[src/hdl/bpp_pkg.sv]
// Shared types, constants and the push program for the ponderomotive Boris momentum pusher.
package bpp_pkg;

    localparam int WORD_BITS  = 32;
    localparam int FRAC_BITS  = 16;
    localparam int GAMMA_FRAC = 16;
    localparam int VAL_BITS   = 64;

    typedef logic signed [VAL_BITS-1:0] val_t;

    localparam val_t INNER_LIM = val_t'((64'd1 << 62) - 64'd1);
    localparam val_t ONE_VAL   = val_t'(64'd1 << FRAC_BITS);
    localparam val_t WORD_MAX  = val_t'((64'd1 << (WORD_BITS - 1)) - 64'd1);
    localparam val_t WORD_MIN  = -WORD_MAX - val_t'(1);

    // Configuration register indexes.
    localparam logic [1:0] CFG_INV_MASS   = 2'd0;
    localparam logic [1:0] CFG_HALF_DT    = 2'd1;
    localparam logic [1:0] CFG_QUARTER_DT = 2'd2;

    typedef enum logic [1:0] {SH_NONE, SH_FRAC, SH_GAMMA} sh_t;
    typedef enum logic [2:0] {OP_ADD, OP_SUB, OP_MUL, OP_RECIP, OP_OUT} op_kind_t;

    typedef logic [5:0] src_t;
    typedef logic [4:0] slot_t;

    typedef struct packed {
        op_kind_t kind;
        src_t     src_a;
        src_t     src_b;
        slot_t    dst;
        sh_t      sh;
    } op_t;

    // Response of a multi-cycle arithmetic unit.
    typedef struct packed {
        logic done;
        logic sat;
        val_t value;
    } unit_rsp_t;

    localparam int PC_BITS = 7;
    typedef logic [PC_BITS-1:0] pc_t;
    localparam pc_t PROG_LAST = 7'd76;

    // Scratch memory slots.
    localparam src_t S_T0    = 6'd0;
    localparam src_t S_C1    = 6'd1;
    localparam src_t S_T2    = 6'd2;
    localparam src_t S_C2    = 6'd3;
    localparam src_t S_T4    = 6'd4;
    localparam src_t S_T5    = 6'd5;
    localparam src_t S_K0    = 6'd6;
    localparam src_t S_K1    = 6'd7;
    localparam src_t S_K2    = 6'd8;
    localparam src_t S_U0    = 6'd9;
    localparam src_t S_U1    = 6'd10;
    localparam src_t S_U2    = 6'd11;
    localparam src_t S_ALPHA = 6'd12;
    localparam src_t S_TX    = 6'd13;
    localparam src_t S_TY    = 6'd14;
    localparam src_t S_TZ    = 6'd15;
    localparam src_t S_X2    = 6'd16;
    localparam src_t S_Y2    = 6'd17;
    localparam src_t S_Z2    = 6'd18;
    localparam src_t S_XY    = 6'd19;
    localparam src_t S_YZ    = 6'd20;
    localparam src_t S_ZX    = 6'd21;
    localparam src_t S_INV   = 6'd22;
    localparam src_t S_R11   = 6'd23;
    localparam src_t S_R22   = 6'd24;
    localparam src_t S_R33   = 6'd25;
    localparam src_t S_R12   = 6'd26;
    localparam src_t S_R13   = 6'd27;
    localparam src_t S_R21   = 6'd28;
    localparam src_t S_R23   = 6'd29;
    localparam src_t S_R31   = 6'd30;
    localparam src_t S_R32   = 6'd31;

    // Operands held in registers rather than in scratch memory.
    localparam src_t SRC_A0  = 6'd32;
    localparam src_t SRC_A1  = 6'd33;
    localparam src_t SRC_A2  = 6'd34;
    localparam src_t SRC_B0  = 6'd35;
    localparam src_t SRC_B1  = 6'd36;
    localparam src_t SRC_B2  = 6'd37;
    localparam src_t SRC_E0  = 6'd38;
    localparam src_t SRC_E1  = 6'd39;
    localparam src_t SRC_E2  = 6'd40;
    localparam src_t SRC_HB0 = 6'd41;
    localparam src_t SRC_HB1 = 6'd42;
    localparam src_t SRC_HB2 = 6'd43;
    localparam src_t SRC_Q   = 6'd44;
    localparam src_t SRC_G   = 6'd45;
    localparam src_t SRC_IM  = 6'd46;
    localparam src_t SRC_HDT = 6'd47;
    localparam src_t SRC_QDT = 6'd48;
    localparam src_t SRC_ONE = 6'd49;

    function automatic op_t mk(input op_kind_t kind, input src_t a, input src_t b,
                               input src_t dst, input sh_t sh);
        op_t op;
        op.kind  = kind;
        op.src_a = a;
        op.src_b = b;
        op.dst   = dst[4:0];
        op.sh    = sh;
        return op;
    endfunction

    // The push as a sequence of operations on the shared units.
    function automatic op_t prog_op(input pc_t pc);
        op_t op;
        case (pc)
            7'd0:  op = mk(OP_MUL, SRC_IM, SRC_HDT, S_T0, SH_FRAC);
            7'd1:  op = mk(OP_MUL, SRC_Q, S_T0, S_C1, SH_NONE);
            7'd2:  op = mk(OP_MUL, SRC_IM, SRC_IM, S_T0, SH_FRAC);
            7'd3:  op = mk(OP_MUL, S_T0, SRC_QDT, S_T0, SH_FRAC);
            7'd4:  op = mk(OP_MUL, SRC_Q, SRC_Q, S_T2, SH_NONE);
            7'd5:  op = mk(OP_MUL, S_T2, S_T0, S_C2, SH_NONE);
            7'd6:  op = mk(OP_MUL, S_C1, SRC_E0, S_T4, SH_FRAC);
            7'd7:  op = mk(OP_MUL, S_C2, SRC_B0, S_T5, SH_FRAC);
            7'd8:  op = mk(OP_MUL, S_T5, SRC_G, S_T5, SH_GAMMA);
            7'd9:  op = mk(OP_SUB, S_T4, S_T5, S_K0, SH_NONE);
            7'd10: op = mk(OP_ADD, SRC_A0, S_K0, S_U0, SH_NONE);
            7'd11: op = mk(OP_MUL, S_C1, SRC_E1, S_T4, SH_FRAC);
            7'd12: op = mk(OP_MUL, S_C2, SRC_B1, S_T5, SH_FRAC);
            7'd13: op = mk(OP_MUL, S_T5, SRC_G, S_T5, SH_GAMMA);
            7'd14: op = mk(OP_SUB, S_T4, S_T5, S_K1, SH_NONE);
            7'd15: op = mk(OP_ADD, SRC_A1, S_K1, S_U1, SH_NONE);
            7'd16: op = mk(OP_MUL, S_C1, SRC_E2, S_T4, SH_FRAC);
            7'd17: op = mk(OP_MUL, S_C2, SRC_B2, S_T5, SH_FRAC);
            7'd18: op = mk(OP_MUL, S_T5, SRC_G, S_T5, SH_GAMMA);
            7'd19: op = mk(OP_SUB, S_T4, S_T5, S_K2, SH_NONE);
            7'd20: op = mk(OP_ADD, SRC_A2, S_K2, S_U2, SH_NONE);
            7'd21: op = mk(OP_MUL, S_C1, SRC_G, S_ALPHA, SH_GAMMA);
            7'd22: op = mk(OP_MUL, S_ALPHA, SRC_HB0, S_TX, SH_FRAC);
            7'd23: op = mk(OP_MUL, S_ALPHA, SRC_HB1, S_TY, SH_FRAC);
            7'd24: op = mk(OP_MUL, S_ALPHA, SRC_HB2, S_TZ, SH_FRAC);
            7'd25: op = mk(OP_MUL, S_TX, S_TX, S_X2, SH_FRAC);
            7'd26: op = mk(OP_MUL, S_TY, S_TY, S_Y2, SH_FRAC);
            7'd27: op = mk(OP_MUL, S_TZ, S_TZ, S_Z2, SH_FRAC);
            7'd28: op = mk(OP_MUL, S_TX, S_TY, S_XY, SH_FRAC);
            7'd29: op = mk(OP_MUL, S_TY, S_TZ, S_YZ, SH_FRAC);
            7'd30: op = mk(OP_MUL, S_TZ, S_TX, S_ZX, SH_FRAC);
            7'd31: op = mk(OP_ADD, SRC_ONE, S_X2, S_T0, SH_NONE);
            7'd32: op = mk(OP_ADD, S_T0, S_Y2, S_T0, SH_NONE);
            7'd33: op = mk(OP_ADD, S_T0, S_Z2, S_T0, SH_NONE);
            7'd34: op = mk(OP_RECIP, S_T0, S_T0, S_INV, SH_NONE);
            7'd35: op = mk(OP_ADD, SRC_ONE, S_X2, S_T0, SH_NONE);
            7'd36: op = mk(OP_SUB, S_T0, S_Y2, S_T0, SH_NONE);
            7'd37: op = mk(OP_SUB, S_T0, S_Z2, S_R11, SH_NONE);
            7'd38: op = mk(OP_SUB, SRC_ONE, S_X2, S_T0, SH_NONE);
            7'd39: op = mk(OP_ADD, S_T0, S_Y2, S_T0, SH_NONE);
            7'd40: op = mk(OP_SUB, S_T0, S_Z2, S_R22, SH_NONE);
            7'd41: op = mk(OP_SUB, SRC_ONE, S_X2, S_T0, SH_NONE);
            7'd42: op = mk(OP_SUB, S_T0, S_Y2, S_T0, SH_NONE);
            7'd43: op = mk(OP_ADD, S_T0, S_Z2, S_R33, SH_NONE);
            7'd44: op = mk(OP_ADD, S_XY, S_TZ, S_T0, SH_NONE);
            7'd45: op = mk(OP_ADD, S_T0, S_T0, S_R12, SH_NONE);
            7'd46: op = mk(OP_SUB, S_ZX, S_TY, S_T0, SH_NONE);
            7'd47: op = mk(OP_ADD, S_T0, S_T0, S_R13, SH_NONE);
            7'd48: op = mk(OP_SUB, S_XY, S_TZ, S_T0, SH_NONE);
            7'd49: op = mk(OP_ADD, S_T0, S_T0, S_R21, SH_NONE);
            7'd50: op = mk(OP_ADD, S_YZ, S_TX, S_T0, SH_NONE);
            7'd51: op = mk(OP_ADD, S_T0, S_T0, S_R23, SH_NONE);
            7'd52: op = mk(OP_ADD, S_ZX, S_TY, S_T0, SH_NONE);
            7'd53: op = mk(OP_ADD, S_T0, S_T0, S_R31, SH_NONE);
            7'd54: op = mk(OP_SUB, S_YZ, S_TX, S_T0, SH_NONE);
            7'd55: op = mk(OP_ADD, S_T0, S_T0, S_R32, SH_NONE);
            7'd56: op = mk(OP_MUL, S_R11, S_U0, S_T2, SH_FRAC);
            7'd57: op = mk(OP_MUL, S_R12, S_U1, S_T4, SH_FRAC);
            7'd58: op = mk(OP_ADD, S_T2, S_T4, S_T2, SH_NONE);
            7'd59: op = mk(OP_MUL, S_R13, S_U2, S_T4, SH_FRAC);
            7'd60: op = mk(OP_ADD, S_T2, S_T4, S_T2, SH_NONE);
            7'd61: op = mk(OP_MUL, S_T2, S_INV, S_T2, SH_FRAC);
            7'd62: op = mk(OP_OUT, S_K0, S_T2, 6'd0, SH_NONE);
            7'd63: op = mk(OP_MUL, S_R21, S_U0, S_T2, SH_FRAC);
            7'd64: op = mk(OP_MUL, S_R22, S_U1, S_T4, SH_FRAC);
            7'd65: op = mk(OP_ADD, S_T2, S_T4, S_T2, SH_NONE);
            7'd66: op = mk(OP_MUL, S_R23, S_U2, S_T4, SH_FRAC);
            7'd67: op = mk(OP_ADD, S_T2, S_T4, S_T2, SH_NONE);
            7'd68: op = mk(OP_MUL, S_T2, S_INV, S_T2, SH_FRAC);
            7'd69: op = mk(OP_OUT, S_K1, S_T2, 6'd1, SH_NONE);
            7'd70: op = mk(OP_MUL, S_R31, S_U0, S_T2, SH_FRAC);
            7'd71: op = mk(OP_MUL, S_R32, S_U1, S_T4, SH_FRAC);
            7'd72: op = mk(OP_ADD, S_T2, S_T4, S_T2, SH_NONE);
            7'd73: op = mk(OP_MUL, S_R33, S_U2, S_T4, SH_FRAC);
            7'd74: op = mk(OP_ADD, S_T2, S_T4, S_T2, SH_NONE);
            7'd75: op = mk(OP_MUL, S_T2, S_INV, S_T2, SH_FRAC);
            7'd76: op = mk(OP_OUT, S_K2, S_T2, 6'd2, SH_NONE);
            default: op = mk(OP_ADD, S_T0, S_T0, S_T0, SH_NONE);
        endcase
        return op;
    endfunction

endpackage

[src/hdl/bpp_mul.sv]
// Multi-cycle fixed-point multiplier with rounding shift and clamp on one 32x32 multiplier.
module bpp_mul
    import bpp_pkg::*;
(
    input  logic      clk,
    input  logic      rst_n,
    input  logic      start,
    input  val_t      a,
    input  val_t      b,
    input  sh_t       sh,
    output unit_rsp_t rsp
);

    typedef enum logic [1:0] {M_IDLE, M_MUL, M_ROUND, M_FINISH} mstate_t;

    mstate_t      state_reg;
    logic [63:0]  ua_reg;
    logic [63:0]  ub_reg;
    logic         neg_reg;
    sh_t          sh_reg;
    logic [2:0]   cnt_reg;
    logic [63:0]  pp_reg;
    logic [1:0]   pp_pos_reg;
    logic [127:0] acc_reg;
    logic [127:0] rnd_reg;
    unit_rsp_t    rsp_reg;

    logic [31:0]  a_half;
    logic [31:0]  b_half;
    logic [127:0] pp_placed;
    logic [127:0] rnd_next;
    logic         big;
    logic [63:0]  mag;

    assign a_half = cnt_reg[1] ? ua_reg[63:32] : ua_reg[31:0];
    assign b_half = cnt_reg[0] ? ub_reg[63:32] : ub_reg[31:0];

    always_comb
    begin
        case (pp_pos_reg)
            2'd0:    pp_placed = {64'd0, pp_reg};
            2'd1:    pp_placed = {32'd0, pp_reg, 32'd0};
            2'd2:    pp_placed = {pp_reg, 64'd0};
            default: pp_placed = 128'd0;
        endcase
    end

    always_comb
    begin
        case (sh_reg)
            SH_FRAC:  rnd_next = (acc_reg + (128'd1 << (FRAC_BITS - 1))) >> FRAC_BITS;
            SH_GAMMA: rnd_next = (acc_reg + (128'd1 << (GAMMA_FRAC - 1))) >> GAMMA_FRAC;
            default:  rnd_next = acc_reg;
        endcase
    end

    // Anything at or above 2^62 exceeds the inner limit.
    assign big = |rnd_reg[127:62];
    assign mag = big ? 64'(INNER_LIM) : rnd_reg[63:0];

    always_ff @(posedge clk or negedge rst_n)
    begin
        if (!rst_n)
        begin
            state_reg    <= M_IDLE;
            rsp_reg.done <= 1'b0;
        end
        else
        begin
            rsp_reg.done <= 1'b0;
            case (state_reg)
                M_IDLE:
                begin
                    if (start)
                    begin
                        ua_reg    <= a[VAL_BITS-1] ? 64'(-a) : 64'(a);
                        ub_reg    <= b[VAL_BITS-1] ? 64'(-b) : 64'(b);
                        neg_reg   <= a[VAL_BITS-1] ^ b[VAL_BITS-1];
                        sh_reg    <= sh;
                        cnt_reg   <= 3'd0;
                        acc_reg   <= 128'd0;
                        state_reg <= M_MUL;
                    end
                end
                M_MUL:
                begin
                    if (cnt_reg != 3'd4)
                    begin
                        pp_reg     <= a_half * b_half;
                        pp_pos_reg <= 2'(cnt_reg[1]) + 2'(cnt_reg[0]);
                    end
                    if (cnt_reg != 3'd0)
                    begin
                        acc_reg <= acc_reg + pp_placed;
                    end
                    if (cnt_reg == 3'd4)
                    begin
                        state_reg <= M_ROUND;
                    end
                    cnt_reg <= cnt_reg + 3'd1;
                end
                M_ROUND:
                begin
                    rnd_reg   <= rnd_next;
                    state_reg <= M_FINISH;
                end
                M_FINISH:
                begin
                    rsp_reg.done  <= 1'b1;
                    rsp_reg.sat   <= big;
                    rsp_reg.value <= neg_reg ? -val_t'(mag) : val_t'(mag);
                    state_reg     <= M_IDLE;
                end
                default:
                begin
                    state_reg <= M_IDLE;
                end
            endcase
        end
    end

    assign rsp = rsp_reg;

endmodule

[config.mk]
export PLATFORM = sky130hd
export DESIGN_NAME = bpp_mul
export DESIGN_NICKNAME = d
export VERILOG_FILES = /design/src/hdl/bpp_pkg.sv /design/src/hdl/bpp_mul.sv
export SDC_FILE = /design/constraint.sdc
export NUM_CORES = 2
export LEC_CHECK = 0
export BUFFER_PORTS_ARGS = -buffer_cell sky130_fd_sc_hd__buf_2
export CAP_MARGIN = 20
export CORE_MARGIN = 8
export CORE_UTILIZATION = 65
export CTS_CLUSTER_DIAMETER = 50
export DETAILED_ROUTE_END_ITERATION = 8
export PLACE_DENSITY_LB_ADDON = 0.3
export SETUP_SLACK_MARGIN = 0.1
export SYNTH_ARGS = -nofsm -noshare
export SYNTH_HDL_FRONTEND = slang
export SYNTH_SLANG_ARGS = --single-unit
[constraint.sdc]
create_clock -name clk -period 10.65 [get_ports clk]
set_input_delay 1.5975 -clock clk [delete_from_list [all_inputs] [get_ports clk]]
set_output_delay 1.5975 -clock clk [all_outputs]
set_load 0.005 [all_outputs]
==> out/results.tsv <==
stage	metric	value	unit
grt	grt total ovfl	0	
finish	Area Growth Syn to Fin	7.56	%
floorplan	chip width	337	um
logic_synthesis	Avg Inst Size Synth	9.16	sq um
cts	worst skew pair latency	710	ps
logic_synthesis	sequential share of the synthesized area	0.235	
sta	worst slew margin relative to its limit	0.231	
worst_setup_path	Arrival @ worst endpoint	10370	ps
worst_hold_path	Worst Hold Depth	1	
grt	vias in the first global route	56100	
worst_setup_path	Buf/Inv on CP	6	
routing	drt total wl	228	mm
logic_synthesis	Synth Area in Adders	0.343	
logic_synthesis	Post-Synth Simple-Gate Area	0.163	
logic_synthesis	Synth top area share	0.268	
routing	drt wl/cell	26.0	um
worst_setup_path	cell repeated most along the worst path	fa_1	
logic_synthesis	Net Count, Synth	8731	
logic_synthesis	ys async rst share	0.00573	
logic_synthesis	top cells by area, synth	fa_1, edfxtp_1, ha_1, nor2_1, inv_1	
cts	Post-CTS Setup Bufs	0	
worst_hold_path	hold_sp	state_reg[1]	
worst_setup_path	R2R setup slack	720	ps
finish	fill count	7947	
grt	initial antenna violation count	8	
logic_synthesis	XOR/XNOR share of the synthesized area	0.0577	
cts	Num Clock Sinks	524	
grt	GRT Util Overall	0.399	
finish	share of layout cells above drive strength 1	0.0796	
worst_setup_path	CP max stage cell	a221oi_1	
finish	fin nets	8771	
sta	Hold Vio Cnt, Final	0	
floorplan	Die Ht	337	um
logic_synthesis	largest area contributor in the netlist	fa_1	
logic_synthesis	area of the mapped netlist	66900	sq um
worst_setup_path	worst path required time	11100	ps
run	max-cap violation count	0	
sta	Clock Skews	64.4	ps
logic_synthesis	post-synthesis mux area share	0.0260	
logic_synthesis	post-synthesis instance total	7301	
grt	largest net degree at the start of global routing	217	
placed_design	GPL Wtd Cong	1.04	
logic_synthesis	EDFF count, synth	521	
cts	Worst-path clk slew	60	ps
logic_synthesis	#FFs+latches synth	524	
cts	H-tree levels	3	
routing	total iterations of the first detailed-routing run	8	
cts	CTS tree	built	
logic_synthesis	most frequently used flop master after synthesis	edfxtp_1	
worst_setup_path	max incr delay on CP	580	ps
logic_synthesis	Synthesis Warnings	0	
worst_setup_path	kind of critical path	register to register	
cts	clk buf depth	3	
routing	initial detailed-routing violation count	6776	
finish	most common cell after layout, fill and taps aside	nor2_1	
routing	vias per cell	6.34	
routing	Final ANT Viol Nets	0	
finish	most frequent cells in the layout	nor2_1, inv_1, fa_1	
worst_hold_path	Worst Hold Endpoint	rsp[65]	
worst_hold_path	Hold Path Class	register to register	
worst_setup_path	family with the most delay on the worst path	adder cells	
floorplan	Initial Util	0.656	
sta	worst slew pin tran	1130	ps
logic_synthesis	compound-gate portion of the synthesized area	0.101	
logic_synthesis	combinational family with the most area after synthesis	adder cells	
sta	Sum Neg Setup Slack	0	ps
worst_setup_path	Startpoint Class	register	
sta	Final Slew Violations	0	
floorplan	core area	102000	sq um
finish	area of the multi-input gates	46400	sq um
worst_setup_path	Reg-to-Reg Start	cnt_reg[1]	
floorplan	die area	113000	sq um
sta	Period minus WS final	9930	ps
sta	fmax	101	MHz
floorplan	io pins	199	
run_status	status	finished, final reports clean	
placed_design	Port-buffer cells	198	
floorplan	floorplan row count	117	
routing	Remaining DRCs	0	
cts	CTS resizes	0	
logic_synthesis	Yosys cell types	74	
sta	Fin Hold WS	573	ps
placed_design	Post-DP HPWL	181	mm
cts	root buffer cell	clkbuf_16	
cts	CTS hold repair buffers	0	
worst_setup_path	CP endpoint kind	register	
grt	first-pass GRT wire length	340	mm
worst_setup_path	Worst Path Max Fanout	66	
worst_setup_path	R2R cell count	28	
routing	via count	55600	
worst_setup_path	r2r endpoint	pp_reg[36]	
sta	unrepaired setup endpoints after global routing	no	
finish	Register Area	15700	sq um
cts	Num CTS Buffers	72	
sta	# setup viols final	0	
sta	Final Cycle Share	0.932	
-- cell type report --
type	instances	share of cell area
Clock buffer	76	0.0253
Tap cell	1368	0.0238
Timing Repair Buffer	309	0.0262
Multi-Input combinational cell	5448	0.645
Inverter	986	0.0515
Sequential cell	524	0.219
Clock inverter	56	0.00946
Antenna cell	6	0.000209
-- layer usage --
metal	routed length, um	vias up	part of all wire	global-route usage
met4	17900	4	0.079	0.242
li1	-	24000	-	-
met3	27500	888	0.12	0.120
met1	79900	27100	0.35	0.484
met2	103000	3532	0.45	0.629
met5	32	-	0.00014	0
-- worst max-delay path by stage --
stage,from,end,slack [ps],cells after the start
finish,cnt_reg[1],pp_reg[36],720,28
global placement,cnt_reg[1],pp_reg[57],960,27
floorplan,cnt_reg[0],pp_reg[36],1430,29
detailed placement,cnt_reg[1],pp_reg[36],870,28
global route,cnt_reg[0],pp_reg[57],360,29
CTS,cnt_reg[1],pp_reg[36],930,28
-- cells in the mapped netlist (all sizes together), types with 11 or more instances --
cell	count
nand2	828
ha	400
or3	42
o41ai	30
nand3	82
o21ai	327
xnor2	263
a22o	33
nand2b	37
a21o	113
and3	53
or4	30
a21oi	274
edfxtp	521
a31oi	36
o31ai	64
buf	21
fa	897
mux2i	103
o21bai	51
clkbuf	322
o21a	28
and2	109
a221oi	11
a21boi	16
o311ai	19
nor2	990
nand4	103
inv	986
or2	24
xor2	178
nor4	38
nor2b	26
mux2	63
nor3	77
-- kinds of logic after synthesis --
kind of cell               count (synthesis)
muxes                                    166
and+or+nand+nor                         2469
adders and majority gates               1297
AOI/OAI and AO/OA                       1075
DFF                                      524
xor gates and xnor gates                 441
buffers and inverters                   1329
-- per-stage QoR --
step	cell area (sq um)	std cells	setup slack, ps	util
global placement	69400	8633	963	0.681
finish	71900	8773	724	0.706
global route	71900	8767	357	0.706
floorplan	66900	7301	1430	-
detailed placement	69400	8634	870	0.681
CTS	71900	8766	932	0.706
Power is left out: the tool's default activity adds up to more than one toggle a clock period on the data nets, which glitch-free logic cannot reach.
