## config.mk

```make
export PLATFORM = sky130hd
export DESIGN_NAME = bpp_recip
export DESIGN_NICKNAME = d
export VERILOG_FILES = /design/src/hdl/bpp_pkg.sv /design/src/hdl/bpp_recip.sv
export SDC_FILE = /design/constraint.sdc
export NUM_CORES = 1
export LEC_CHECK = 0
export BUFFER_PORTS_ARGS = -buffer_cell sky130_fd_sc_hd__buf_2
export CORE_AREA = 2 2 194 196
export DETAILED_ROUTE_END_ITERATION = 10
export DIE_AREA = 0 0 196 198
export HOLD_SLACK_MARGIN = 0.05
export PLACE_DENSITY = 0.78
export SETUP_SLACK_MARGIN = 0.2
export SLEW_MARGIN = 15
export SYNTH_ARGS = -nofsm -noshare
export SYNTH_HDL_FRONTEND = slang
export SYNTH_SLANG_ARGS = --single-unit
export TNS_END_PERCENT = 20
```

## constraint.sdc

```tcl
create_clock -name clk -period 20.4 [get_ports clk]
set_clock_uncertainty 0.1 [all_clocks]
set_input_delay 1.02 -clock clk [delete_from_list [all_inputs] [get_ports clk]]
set_output_delay 1.02 -clock clk [all_outputs]
set_load 0.05 [all_outputs]
```

## src/hdl/bpp_pkg.sv

```systemverilog
// Shared types, constants and the push program for the ponderomotive Boris momentum pusher.
package bpp_pkg;

    localparam int WORD_BITS  = 32;
    localparam int FRAC_BITS  = 16;
    localparam int GAMMA_FRAC = 16;
    localparam int VAL_BITS   = 64;

    typedef logic signed [VAL_BITS-1:0] val_t;

    localparam val_t INNER_LIM = val_t'((64'd1 << 62) - 64'd1);
    localparam val_t ONE_VAL   = val_t'(64'd1 << FRAC_BITS);
    localparam val_t WORD_MAX  = val_t'((64'd1 << (WORD_BITS - 1)) - 64'd1);
    localparam val_t WORD_MIN  = -WORD_MAX - val_t'(1);

    // Configuration register indexes.
    localparam logic [1:0] CFG_INV_MASS   = 2'd0;
    localparam logic [1:0] CFG_HALF_DT    = 2'd1;
    localparam logic [1:0] CFG_QUARTER_DT = 2'd2;

    typedef enum logic [1:0] {SH_NONE, SH_FRAC, SH_GAMMA} sh_t;
    typedef enum logic [2:0] {OP_ADD, OP_SUB, OP_MUL, OP_RECIP, OP_OUT} op_kind_t;

    typedef logic [5:0] src_t;
    typedef logic [4:0] slot_t;

    typedef struct packed {
        op_kind_t kind;
        src_t     src_a;
        src_t     src_b;
        slot_t    dst;
        sh_t      sh;
    } op_t;

    // Response of a multi-cycle arithmetic unit.
    typedef struct packed {
        logic done;
        logic sat;
        val_t value;
    } unit_rsp_t;

    localparam int PC_BITS = 7;
    typedef logic [PC_BITS-1:0] pc_t;
    localparam pc_t PROG_LAST = 7'd76;

    // Scratch memory slots.
    localparam src_t S_T0    = 6'd0;
    localparam src_t S_C1    = 6'd1;
    localparam src_t S_T2    = 6'd2;
    localparam src_t S_C2    = 6'd3;
    localparam src_t S_T4    = 6'd4;
    localparam src_t S_T5    = 6'd5;
    localparam src_t S_K0    = 6'd6;
    localparam src_t S_K1    = 6'd7;
    localparam src_t S_K2    = 6'd8;
    localparam src_t S_U0    = 6'd9;
    localparam src_t S_U1    = 6'd10;
    localparam src_t S_U2    = 6'd11;
    localparam src_t S_ALPHA = 6'd12;
    localparam src_t S_TX    = 6'd13;
    localparam src_t S_TY    = 6'd14;
    localparam src_t S_TZ    = 6'd15;
    localparam src_t S_X2    = 6'd16;
    localparam src_t S_Y2    = 6'd17;
    localparam src_t S_Z2    = 6'd18;
    localparam src_t S_XY    = 6'd19;
    localparam src_t S_YZ    = 6'd20;
    localparam src_t S_ZX    = 6'd21;
    localparam src_t S_INV   = 6'd22;
    localparam src_t S_R11   = 6'd23;
    localparam src_t S_R22   = 6'd24;
    localparam src_t S_R33   = 6'd25;
    localparam src_t S_R12   = 6'd26;
    localparam src_t S_R13   = 6'd27;
    localparam src_t S_R21   = 6'd28;
    localparam src_t S_R23   = 6'd29;
    localparam src_t S_R31   = 6'd30;
    localparam src_t S_R32   = 6'd31;

    // Operands held in registers rather than in scratch memory.
    localparam src_t SRC_A0  = 6'd32;
    localparam src_t SRC_A1  = 6'd33;
    localparam src_t SRC_A2  = 6'd34;
    localparam src_t SRC_B0  = 6'd35;
    localparam src_t SRC_B1  = 6'd36;
    localparam src_t SRC_B2  = 6'd37;
    localparam src_t SRC_E0  = 6'd38;
    localparam src_t SRC_E1  = 6'd39;
    localparam src_t SRC_E2  = 6'd40;
    localparam src_t SRC_HB0 = 6'd41;
    localparam src_t SRC_HB1 = 6'd42;
    localparam src_t SRC_HB2 = 6'd43;
    localparam src_t SRC_Q   = 6'd44;
    localparam src_t SRC_G   = 6'd45;
    localparam src_t SRC_IM  = 6'd46;
    localparam src_t SRC_HDT = 6'd47;
    localparam src_t SRC_QDT = 6'd48;
    localparam src_t SRC_ONE = 6'd49;

    function automatic op_t mk(input op_kind_t kind, input src_t a, input src_t b,
                               input src_t dst, input sh_t sh);
        op_t op;
        op.kind  = kind;
        op.src_a = a;
        op.src_b = b;
        op.dst   = dst[4:0];
        op.sh    = sh;
        return op;
    endfunction

    // The push as a sequence of operations on the shared units.
    function automatic op_t prog_op(input pc_t pc);
        op_t op;
        case (pc)
            7'd0:  op = mk(OP_MUL, SRC_IM, SRC_HDT, S_T0, SH_FRAC);
            7'd1:  op = mk(OP_MUL, SRC_Q, S_T0, S_C1, SH_NONE);
            7'd2:  op = mk(OP_MUL, SRC_IM, SRC_IM, S_T0, SH_FRAC);
            7'd3:  op = mk(OP_MUL, S_T0, SRC_QDT, S_T0, SH_FRAC);
            7'd4:  op = mk(OP_MUL, SRC_Q, SRC_Q, S_T2, SH_NONE);
            7'd5:  op = mk(OP_MUL, S_T2, S_T0, S_C2, SH_NONE);
            7'd6:  op = mk(OP_MUL, S_C1, SRC_E0, S_T4, SH_FRAC);
            7'd7:  op = mk(OP_MUL, S_C2, SRC_B0, S_T5, SH_FRAC);
            7'd8:  op = mk(OP_MUL, S_T5, SRC_G, S_T5, SH_GAMMA);
            7'd9:  op = mk(OP_SUB, S_T4, S_T5, S_K0, SH_NONE);
            7'd10: op = mk(OP_ADD, SRC_A0, S_K0, S_U0, SH_NONE);
            7'd11: op = mk(OP_MUL, S_C1, SRC_E1, S_T4, SH_FRAC);
            7'd12: op = mk(OP_MUL, S_C2, SRC_B1, S_T5, SH_FRAC);
            7'd13: op = mk(OP_MUL, S_T5, SRC_G, S_T5, SH_GAMMA);
            7'd14: op = mk(OP_SUB, S_T4, S_T5, S_K1, SH_NONE);
            7'd15: op = mk(OP_ADD, SRC_A1, S_K1, S_U1, SH_NONE);
            7'd16: op = mk(OP_MUL, S_C1, SRC_E2, S_T4, SH_FRAC);
            7'd17: op = mk(OP_MUL, S_C2, SRC_B2, S_T5, SH_FRAC);
            7'd18: op = mk(OP_MUL, S_T5, SRC_G, S_T5, SH_GAMMA);
            7'd19: op = mk(OP_SUB, S_T4, S_T5, S_K2, SH_NONE);
            7'd20: op = mk(OP_ADD, SRC_A2, S_K2, S_U2, SH_NONE);
            7'd21: op = mk(OP_MUL, S_C1, SRC_G, S_ALPHA, SH_GAMMA);
            7'd22: op = mk(OP_MUL, S_ALPHA, SRC_HB0, S_TX, SH_FRAC);
            7'd23: op = mk(OP_MUL, S_ALPHA, SRC_HB1, S_TY, SH_FRAC);
            7'd24: op = mk(OP_MUL, S_ALPHA, SRC_HB2, S_TZ, SH_FRAC);
            7'd25: op = mk(OP_MUL, S_TX, S_TX, S_X2, SH_FRAC);
            7'd26: op = mk(OP_MUL, S_TY, S_TY, S_Y2, SH_FRAC);
            7'd27: op = mk(OP_MUL, S_TZ, S_TZ, S_Z2, SH_FRAC);
            7'd28: op = mk(OP_MUL, S_TX, S_TY, S_XY, SH_FRAC);
            7'd29: op = mk(OP_MUL, S_TY, S_TZ, S_YZ, SH_FRAC);
            7'd30: op = mk(OP_MUL, S_TZ, S_TX, S_ZX, SH_FRAC);
            7'd31: op = mk(OP_ADD, SRC_ONE, S_X2, S_T0, SH_NONE);
            7'd32: op = mk(OP_ADD, S_T0, S_Y2, S_T0, SH_NONE);
            7'd33: op = mk(OP_ADD, S_T0, S_Z2, S_T0, SH_NONE);
            7'd34: op = mk(OP_RECIP, S_T0, S_T0, S_INV, SH_NONE);
            7'd35: op = mk(OP_ADD, SRC_ONE, S_X2, S_T0, SH_NONE);
            7'd36: op = mk(OP_SUB, S_T0, S_Y2, S_T0, SH_NONE);
            7'd37: op = mk(OP_SUB, S_T0, S_Z2, S_R11, SH_NONE);
            7'd38: op = mk(OP_SUB, SRC_ONE, S_X2, S_T0, SH_NONE);
            7'd39: op = mk(OP_ADD, S_T0, S_Y2, S_T0, SH_NONE);
            7'd40: op = mk(OP_SUB, S_T0, S_Z2, S_R22, SH_NONE);
            7'd41: op = mk(OP_SUB, SRC_ONE, S_X2, S_T0, SH_NONE);
            7'd42: op = mk(OP_SUB, S_T0, S_Y2, S_T0, SH_NONE);
            7'd43: op = mk(OP_ADD, S_T0, S_Z2, S_R33, SH_NONE);
            7'd44: op = mk(OP_ADD, S_XY, S_TZ, S_T0, SH_NONE);
            7'd45: op = mk(OP_ADD, S_T0, S_T0, S_R12, SH_NONE);
            7'd46: op = mk(OP_SUB, S_ZX, S_TY, S_T0, SH_NONE);
            7'd47: op = mk(OP_ADD, S_T0, S_T0, S_R13, SH_NONE);
            7'd48: op = mk(OP_SUB, S_XY, S_TZ, S_T0, SH_NONE);
            7'd49: op = mk(OP_ADD, S_T0, S_T0, S_R21, SH_NONE);
            7'd50: op = mk(OP_ADD, S_YZ, S_TX, S_T0, SH_NONE);
            7'd51: op = mk(OP_ADD, S_T0, S_T0, S_R23, SH_NONE);
            7'd52: op = mk(OP_ADD, S_ZX, S_TY, S_T0, SH_NONE);
            7'd53: op = mk(OP_ADD, S_T0, S_T0, S_R31, SH_NONE);
            7'd54: op = mk(OP_SUB, S_YZ, S_TX, S_T0, SH_NONE);
            7'd55: op = mk(OP_ADD, S_T0, S_T0, S_R32, SH_NONE);
            7'd56: op = mk(OP_MUL, S_R11, S_U0, S_T2, SH_FRAC);
            7'd57: op = mk(OP_MUL, S_R12, S_U1, S_T4, SH_FRAC);
            7'd58: op = mk(OP_ADD, S_T2, S_T4, S_T2, SH_NONE);
            7'd59: op = mk(OP_MUL, S_R13, S_U2, S_T4, SH_FRAC);
            7'd60: op = mk(OP_ADD, S_T2, S_T4, S_T2, SH_NONE);
            7'd61: op = mk(OP_MUL, S_T2, S_INV, S_T2, SH_FRAC);
            7'd62: op = mk(OP_OUT, S_K0, S_T2, 6'd0, SH_NONE);
            7'd63: op = mk(OP_MUL, S_R21, S_U0, S_T2, SH_FRAC);
            7'd64: op = mk(OP_MUL, S_R22, S_U1, S_T4, SH_FRAC);
            7'd65: op = mk(OP_ADD, S_T2, S_T4, S_T2, SH_NONE);
            7'd66: op = mk(OP_MUL, S_R23, S_U2, S_T4, SH_FRAC);
            7'd67: op = mk(OP_ADD, S_T2, S_T4, S_T2, SH_NONE);
            7'd68: op = mk(OP_MUL, S_T2, S_INV, S_T2, SH_FRAC);
            7'd69: op = mk(OP_OUT, S_K1, S_T2, 6'd1, SH_NONE);
            7'd70: op = mk(OP_MUL, S_R31, S_U0, S_T2, SH_FRAC);
            7'd71: op = mk(OP_MUL, S_R32, S_U1, S_T4, SH_FRAC);
            7'd72: op = mk(OP_ADD, S_T2, S_T4, S_T2, SH_NONE);
            7'd73: op = mk(OP_MUL, S_R33, S_U2, S_T4, SH_FRAC);
            7'd74: op = mk(OP_ADD, S_T2, S_T4, S_T2, SH_NONE);
            7'd75: op = mk(OP_MUL, S_T2, S_INV, S_T2, SH_FRAC);
            7'd76: op = mk(OP_OUT, S_K2, S_T2, 6'd2, SH_NONE);
            default: op = mk(OP_ADD, S_T0, S_T0, S_T0, SH_NONE);
        endcase
        return op;
    endfunction

endpackage

```

## src/hdl/bpp_recip.sv

```systemverilog
// Restoring divider that forms the rounded reciprocal of the Boris denominator.
module bpp_recip
    import bpp_pkg::*;
(
    input  logic      clk,
    input  logic      rst_n,
    input  logic      start,
    input  val_t      d,
    output unit_rsp_t rsp
);

    localparam int STEPS    = 2 * FRAC_BITS;
    localparam int CNT_BITS = $clog2(STEPS + 1);
    localparam int Q_BITS   = STEPS + 2;

    typedef enum logic [1:0] {R_IDLE, R_STEP, R_ROUND} rstate_t;

    rstate_t             state_reg;
    logic [63:0]         ud_reg;
    logic [63:0]         rem_reg;
    logic [Q_BITS-1:0]   q_reg;
    logic [CNT_BITS-1:0] cnt_reg;
    unit_rsp_t           rsp_reg;

    logic [63:0] rem_sh;
    logic        ge;

    // The dividend is a single one bit at the top, fed in on the first step.
    assign rem_sh = {rem_reg[62:0], (cnt_reg == CNT_BITS'(STEPS))};
    assign ge     = rem_sh >= ud_reg;

    always_ff @(posedge clk or negedge rst_n)
    begin
        if (!rst_n)
        begin
            state_reg    <= R_IDLE;
            rsp_reg.done <= 1'b0;
        end
        else
        begin
            rsp_reg.done <= 1'b0;
            case (state_reg)
                R_IDLE:
                begin
                    if (start)
                    begin
                        ud_reg    <= 64'(d);
                        rem_reg   <= 64'd0;
                        q_reg     <= '0;
                        cnt_reg   <= CNT_BITS'(STEPS);
                        state_reg <= R_STEP;
                    end
                end
                R_STEP:
                begin
                    rem_reg <= ge ? rem_sh - ud_reg : rem_sh;
                    q_reg   <= {q_reg[Q_BITS-2:0], ge};
                    if (cnt_reg == '0)
                    begin
                        state_reg <= R_ROUND;
                    end
                    else
                    begin
                        cnt_reg <= cnt_reg - CNT_BITS'(1);
                    end
                end
                R_ROUND:
                begin
                    rsp_reg.done  <= 1'b1;
                    rsp_reg.sat   <= 1'b0;
                    rsp_reg.value <= val_t'(q_reg) +
                                     val_t'(rem_reg >= (ud_reg - rem_reg));
                    state_reg     <= R_IDLE;
                end
                default:
                begin
                    state_reg <= R_IDLE;
                end
            endcase
        end
    end

    assign rsp = rsp_reg;

endmodule

```

==> results of run 1 <==
-- metrics by stage --
step | area, sq um | instances
floorplan | 18300 | 2117
global placement | 18900 | 2583
detailed placement | 18900 | 2583
CTS | 19800 | 2629
global route | 19800 | 2630
finish | 19800 | 2630
-- synth_stat cells, types with 25 or more instances --
cell / instances / share of area
a211oi_1: 27 / 0.011
a21o_1: 74 / 0.030
a21oi_1: 224 / 0.061
and2_1: 37 / 0.013
buf_4: 31 / 0.013
clkbuf_1: 64 / 0.013
edfxtp_1: 203 / 0.33
ha_1: 196 / 0.13
inv_1: 178 / 0.037
nand2_1: 207 / 0.043
nand3_1: 49 / 0.013
nand4_1: 67 / 0.023
nor2_1: 125 / 0.026
nor3_1: 32 / 0.0088
o21ai_0: 99 / 0.027
o21bai_1: 25 / 0.010
xnor2_1: 101 / 0.049
xor2_1: 45 / 0.022
-- final timing paths --
kind / start / end / slack (ps) / depth (start not counted)
setup / recovery: rem_reg[24] / rsp[32] / 13270 / 29
hold reg to reg: cnt_reg[5] / state_reg[1] / 460 / 1
setup reg to reg: rem_reg[24] / rsp[32] / 13270 / 29
max in group asynchronous: rst_n / state_reg[0] / 19930 / 1
min in group clk: cnt_reg[5] / state_reg[1] / 460 / 1
hold / removal: rst_n / state_reg[1] / 160 / 1
-- cell type report --
type                            count  area, sq um  share of cell area
Timing Repair Buffer              109          576              0.0291
Clock inverter                     15          188             0.00948
Clock buffer                       31          648              0.0327
Tap cell                          474          593              0.0300
Multi-Input combinational cell   1616        10900               0.553
Sequential cell                   206         6170               0.312
Inverter                          179          672              0.0339
-- layer usage --
layer,up-vias,GRT usage,share of wire
met3,128,0.0307,0.070
met4,0,0.107,0.039
li1,7668,-,-
met1,7528,0.343,0.43
met5,-,0,0
met2,721,0.436,0.46
-- power by group through the flow --
stage	clock, W	sequential (W)	combinational [W]
global placement	0	0.000796	0.00227
detailed placement	0	0.000800	0.00230
finish	0.000462	0.000795	0.00237
CTS	0.000472	0.000793	0.00232
floorplan	0	0.000749	0.00177
global route	0.000488	0.000810	0.00263
-- cell families (layout without fill, tap and decap cells) --
logic type / after synthesis / count (layout) / synth area share
AO/OA/AOI/OAI: 615 / 615 / 0.217
adder cells (fa/ha/maj): 198 / 198 / 0.137
AND/OR/NAND/NOR: 622 / 622 / 0.166
buffers and inverters: 295 / 334 / 0.0687
flip-flops: 206 / 206 / 0.338
other: 1 / 30 / 0.000206
XOR/XNOR: 146 / 146 / 0.0701
multiplexers: 5 / 5 / 0.00295
-- worst max-delay path: cells and delay by family (launching register included) --
| kind | cells | cell delay, ps |
|---|---|---|
| AO/OA/AOI/OAI | 13 | 3050 |
| XOR/XNOR | 2 | 220 |
| AND/OR/NAND/NOR | 8 | 1760 |
| buffers and inverters | 2 | 150 |
| flip-flops | 1 | 440 |
| adder cells (fa/ha/maj) | 4 | 1150 |
==> metrics.cfg, run 1 <==
[clock_tree]
clockBufferDepth = 3
numCtsBuffers = 25
clk-insertion-delay-late_ps = 580
holdBufCountCts = 0
clkSinkCount = 206
path_clk_slew_ps = 60
htree_levels = 1
cts_root_buf = clkbuf_16
cts_setup_buffers = 0
cts.repair.resized = 0
cts_tree = done

[pwr]
peakVddDrop_mv = 0.0859
sequentialPowerShare = 0.219
p_sw_w = 0.00177
p_clk_frac = 0.127
leakagePower_nw = 8.42
power_density_nw_per_um2 = 183
fin_total_pwr_w = 0.00363
comb_power_share = 0.653
p_sw_frac = 0.488
internal-power_w = 0.00186

[detailed_routing]
vias_per_cell = 6.10
dr.pass1.iters = 6
drc_errors = 0
drtAntennaViolNets = 0
routed_wl_mm = 50.7
first_iter_violations = 1497
post_drt_wl_per_cell_um = 19.3
vias = 16000

[die]
io_pins = 133
die_area_sq_um = 38800
num_rows = 71
initial_core_util = 0.493
core_sq_um = 37000
die_width_um = 196
dieHeight_um = 198

[layout]
synthToLayoutAreaGrowth_pct = 8.56
final_common_cell = a21oi_1
mostFrequentLayoutCells = a21oi_1 (224), nand2_1 (207), edfxtp_1 (203)
fin_util = 0.536
fin_nets = 2402
antennaDiodeCount = 0
drive_gt1_frac = 0.0863
fillers = 3407

[timing]
grt_setup_unrepaired = false
hold_ws_ps = 160
setup_ws_ps = 13270
final_max_slew_viol_count = 0
finalSetupTns_ps = 0
hold_viol_final = 0
worst_slew_pin_slew_ps = 1180
post-route-min-period_ps = 7130
setup-violations-final = 0
fin_crit_sh = 0.350
max_slew_margin = 0.190
maxClockFrequency_mhz = 140

[synthesis]
netlist_area_sq_um = 18200
yosys_warnings = 0
ys_types = 86
synthArstFlopShare = 0.0146
synth-edff-count = 203
synth_ff_type = edfxtp_1
synthesis.instances = 2088
synth-seq-cells = 206
yosysSeqAreaShare = 0.338
avgSynthCellArea_sq_um = 8.73

[setup_path]
crit_type = flip-flop to flip-flop
crit_path_end_kind = flip-flop
crit_slowest_cell = nor4_1
arrival_ps = 7330
cpMostUsedCell = ha_1
cpPeakStageDelay_ps = 660
cp_max_fo = 8
crit_path_start_kind = flip-flop
cp.required_ps = 20600

[global_route]
grt_pass1_wl_mm = 81.0
track_usage = 0.260
grt_pass1_vias = 15400
gr-total-overflow = 0
antenna_found_initial = 0
grt_start_max_net_pins = 75

[place]
place.gp.congestion = 0.996
io_buffer_count = 102
dp_hpwl_mm = 38.6
dp_slack_ps = 13420

[run]
cap_violations = 0

[worst_hold_path]
hp-class = primary input to asynchronous set/reset pin

[status]
status = finished clean

Power figures use the tool's default switching activity.
==> run 2, diff against run 1 <==
Settings changed: PLACE_DENSITY 0.78 to 0.8.
Clock period 20.4 ns to 6.17 ns, I/O delays scaled along.
==> run 2 against run 1 <==
Net effect: critical path depth fell by 1; clock-buffer cell count down 1; register-to-register slack got worse by 13000 ps; sequential power grew to 3.2 times the previous value; combinational power rose to 3.8 times the previous value; largest cell class unchanged; highest routed layer unchanged.
==> metrics.cfg, run 2 (synthesis gave the netlist of run 1 again) <==
[clock_tree]
clkSinkCount = 206  ; unchanged
cts_root_buf = clkbuf_16
clockBufferDepth = 3  ; unchanged
cts_tree = done
htree_levels = 1  ; unchanged
numCtsBuffers = 26  ; +4.0%
path_clk_slew_ps = 60  ; about the same
clk-insertion-delay-late_ps = 590  ; about the same

[timing]
hold_viol_final = 0  ; unchanged
worst_slew_pin_slew_ps = 980  ; -204 ps
setup-violations-final = 0  ; unchanged
maxClockFrequency_mhz = 170  ; +21%
grt_setup_unrepaired = true
setup_ws_ps = 274  ; -12,990 ps
post-route-min-period_ps = 5900  ; -1240 ps
finalSetupTns_ps = 0  ; unchanged
final_max_slew_viol_count = 0  ; unchanged
fin_crit_sh = 0.956  ; +0.606
max_slew_margin = 0.343  ; +0.154
hold_ws_ps = 88.0  ; -72.5 ps

[run]
cap_violations = 0  ; unchanged

[detailed_routing]
vias_per_cell = 5.91  ; -3.1%
drc_errors = 0  ; unchanged
dr.pass1.iters = 7  ; +1
first_iter_violations = 1193  ; -20%
drtAntennaViolNets = 0  ; unchanged
vias = 16700  ; +4.3%
post_drt_wl_per_cell_um = 18.5  ; -3.9%
routed_wl_mm = 52.5  ; +3.4%

[pwr]
leakagePower_nw = 9.39  ; +12%
p_sw_w = 0.00616  ; +250%
p_sw_frac = 0.475  ; -0.0136
sequentialPowerShare = 0.194  ; -0.025
comb_power_share = 0.689  ; +0.036
peakVddDrop_mv = 0.295  ; +240%
internal-power_w = 0.00682  ; +270%
power_density_nw_per_um2 = 595  ; +220%
fin_total_pwr_w = 0.0130  ; +260%
p_clk_frac = 0.116  ; -0.011

[global_route]
grt_use_met1 = 0.339  ; -0.00355
track_usage = 0.265  ; +0.00507
met3_usage = 0.0351  ; +0.00443
gr-total-overflow = 0  ; unchanged
grt_start_max_net_pins = 75  ; unchanged
grt_util_met2 = 0.451  ; +0.0157
grt_busiest_layer = met2
grt_pass1_vias = 16300  ; +6.0%
antenna_found_initial = 0  ; unchanged
grt_pass1_wl_mm = 82.8  ; +2.3%

[die]
die_width_um = 196  ; unchanged
core_sq_um = 37000  ; unchanged
dieHeight_um = 198  ; unchanged
initial_core_util = 0.493  ; unchanged
die_area_sq_um = 38800  ; unchanged
io_pins = 133  ; unchanged
num_rows = 71  ; unchanged

[place]
dp_slack_ps = -372  ; -13,790 ps
dp_hpwl_mm = 40.0  ; +3.5%
place.gp.congestion = 0.960  ; -3.6%
io_buffer_count = 102  ; unchanged

[worst_hold_path]
hp-class = primary input to flip-flop

[layout]
fin_nets = 2603  ; +8.4%
antennaDiodeCount = 0  ; unchanged
final_common_cell = a21oi_1
drive_gt1_frac = 0.158  ; +0.0716
mostFrequentLayoutCells = a21oi_1 (216), nand2_1 (204), edfxtp_1 (203)
fin_util = 0.590  ; +0.0545
synthToLayoutAreaGrowth_pct = 19.6

[setup_path]
cpMostUsedCell = a21o_1
crit_type = flip-flop to flip-flop
arrival_ps = 6130  ; -1200 ps
crit_slowest_cell = a221o_1
crit_path_end_kind = flip-flop
cpPeakStageDelay_ps = 430  ; -230 ps
cp.required_ps = 6400  ; -14,200 ps
crit_path_start_kind = flip-flop
cp_max_fo = 7  ; -1

[status]
status = finished clean

[run 2: cell count changes in the layout (fill, tap and decap cells not counted), moves of 6 or more]
cell	before	now
dlygate4sd3_1	0	66
a21oi_2	1	9
o21ai_0	99	89
a21oi_1	224	216
buf_4	6	136
o21ai_1	5	13
nor2_1	124	118
ha_1	196	190
[run 2: power groups by stage]
stage               clock, W  combinational (W)  sequential [W]
global route         0.00159            0.00983         0.00256
detailed placement         0            0.00828         0.00253
floorplan                  0            0.00586         0.00247
CTS                  0.00154            0.00855         0.00251
global placement           0            0.00811         0.00252
finish               0.00151            0.00894         0.00252
[run 2: area by class of cell]
class / count / area (sq um)
Sequential cell: 206 / 6170
Clock inverter: 17 / 166
Inverter: 179 / 672
Timing Repair Buffer: 309 / 2250
Fill cell: 3200 / 15100
Tap cell: 474 / 593
Clock buffer: 30 / 666
Multi-Input combinational cell: 1616 / 11300
[run 2: layer usage]
metal	wire length, um	part of all wire
met5	0	0
met1	22100	0.42
met2	24600	0.47
met4	2330	0.044
met3	3410	0.065
[run 2: repair_timing]
item                                   in CTS  in global routing
setup endpoints to repair                  23                 32
pin swaps                                  21                 36
resized for setup                          33                 52
setup buffers                               9                  7
hold buffers                               66                  0
endpoints found under the hold margin      67                  0
[run 2: path summary, 6_finish.rpt]
kind / from / to / slack (ps) / cells after the start
hold reg to reg: cnt_reg[5] / state_reg[1] / 420 / 1
max in group asynchronous: rst_n / state_reg[0] / 5250 / 3
hold / removal: start / state_reg[0] / 90 / 3
setup / recovery: ud_reg[0] / rsp[26] / 270 / 28
min in group asynchronous: rst_n / rsp[65] / 570 / 3
setup reg to reg: ud_reg[0] / rsp[26] / 270 / 28
[run 2: metrics by stage]
step | instance area (sq um) | cells
floorplan | 18300 | 2117
global placement | 19800 | 2702
detailed placement | 19800 | 2702
CTS | 21500 | 2824
global route | 21800 | 2831
finish | 21800 | 2831
[run 2: critical path: cells and delay by family, from the launching register on]
kind                       cells  cell delay [ps]
DFF                            1              380
buffers and inverters          5              590
adders and majority gates      5             1060
AOI/OAI and AO/OA             13             2870
and+or+nand+nor                3              450
xor gates and xnor gates       2              230
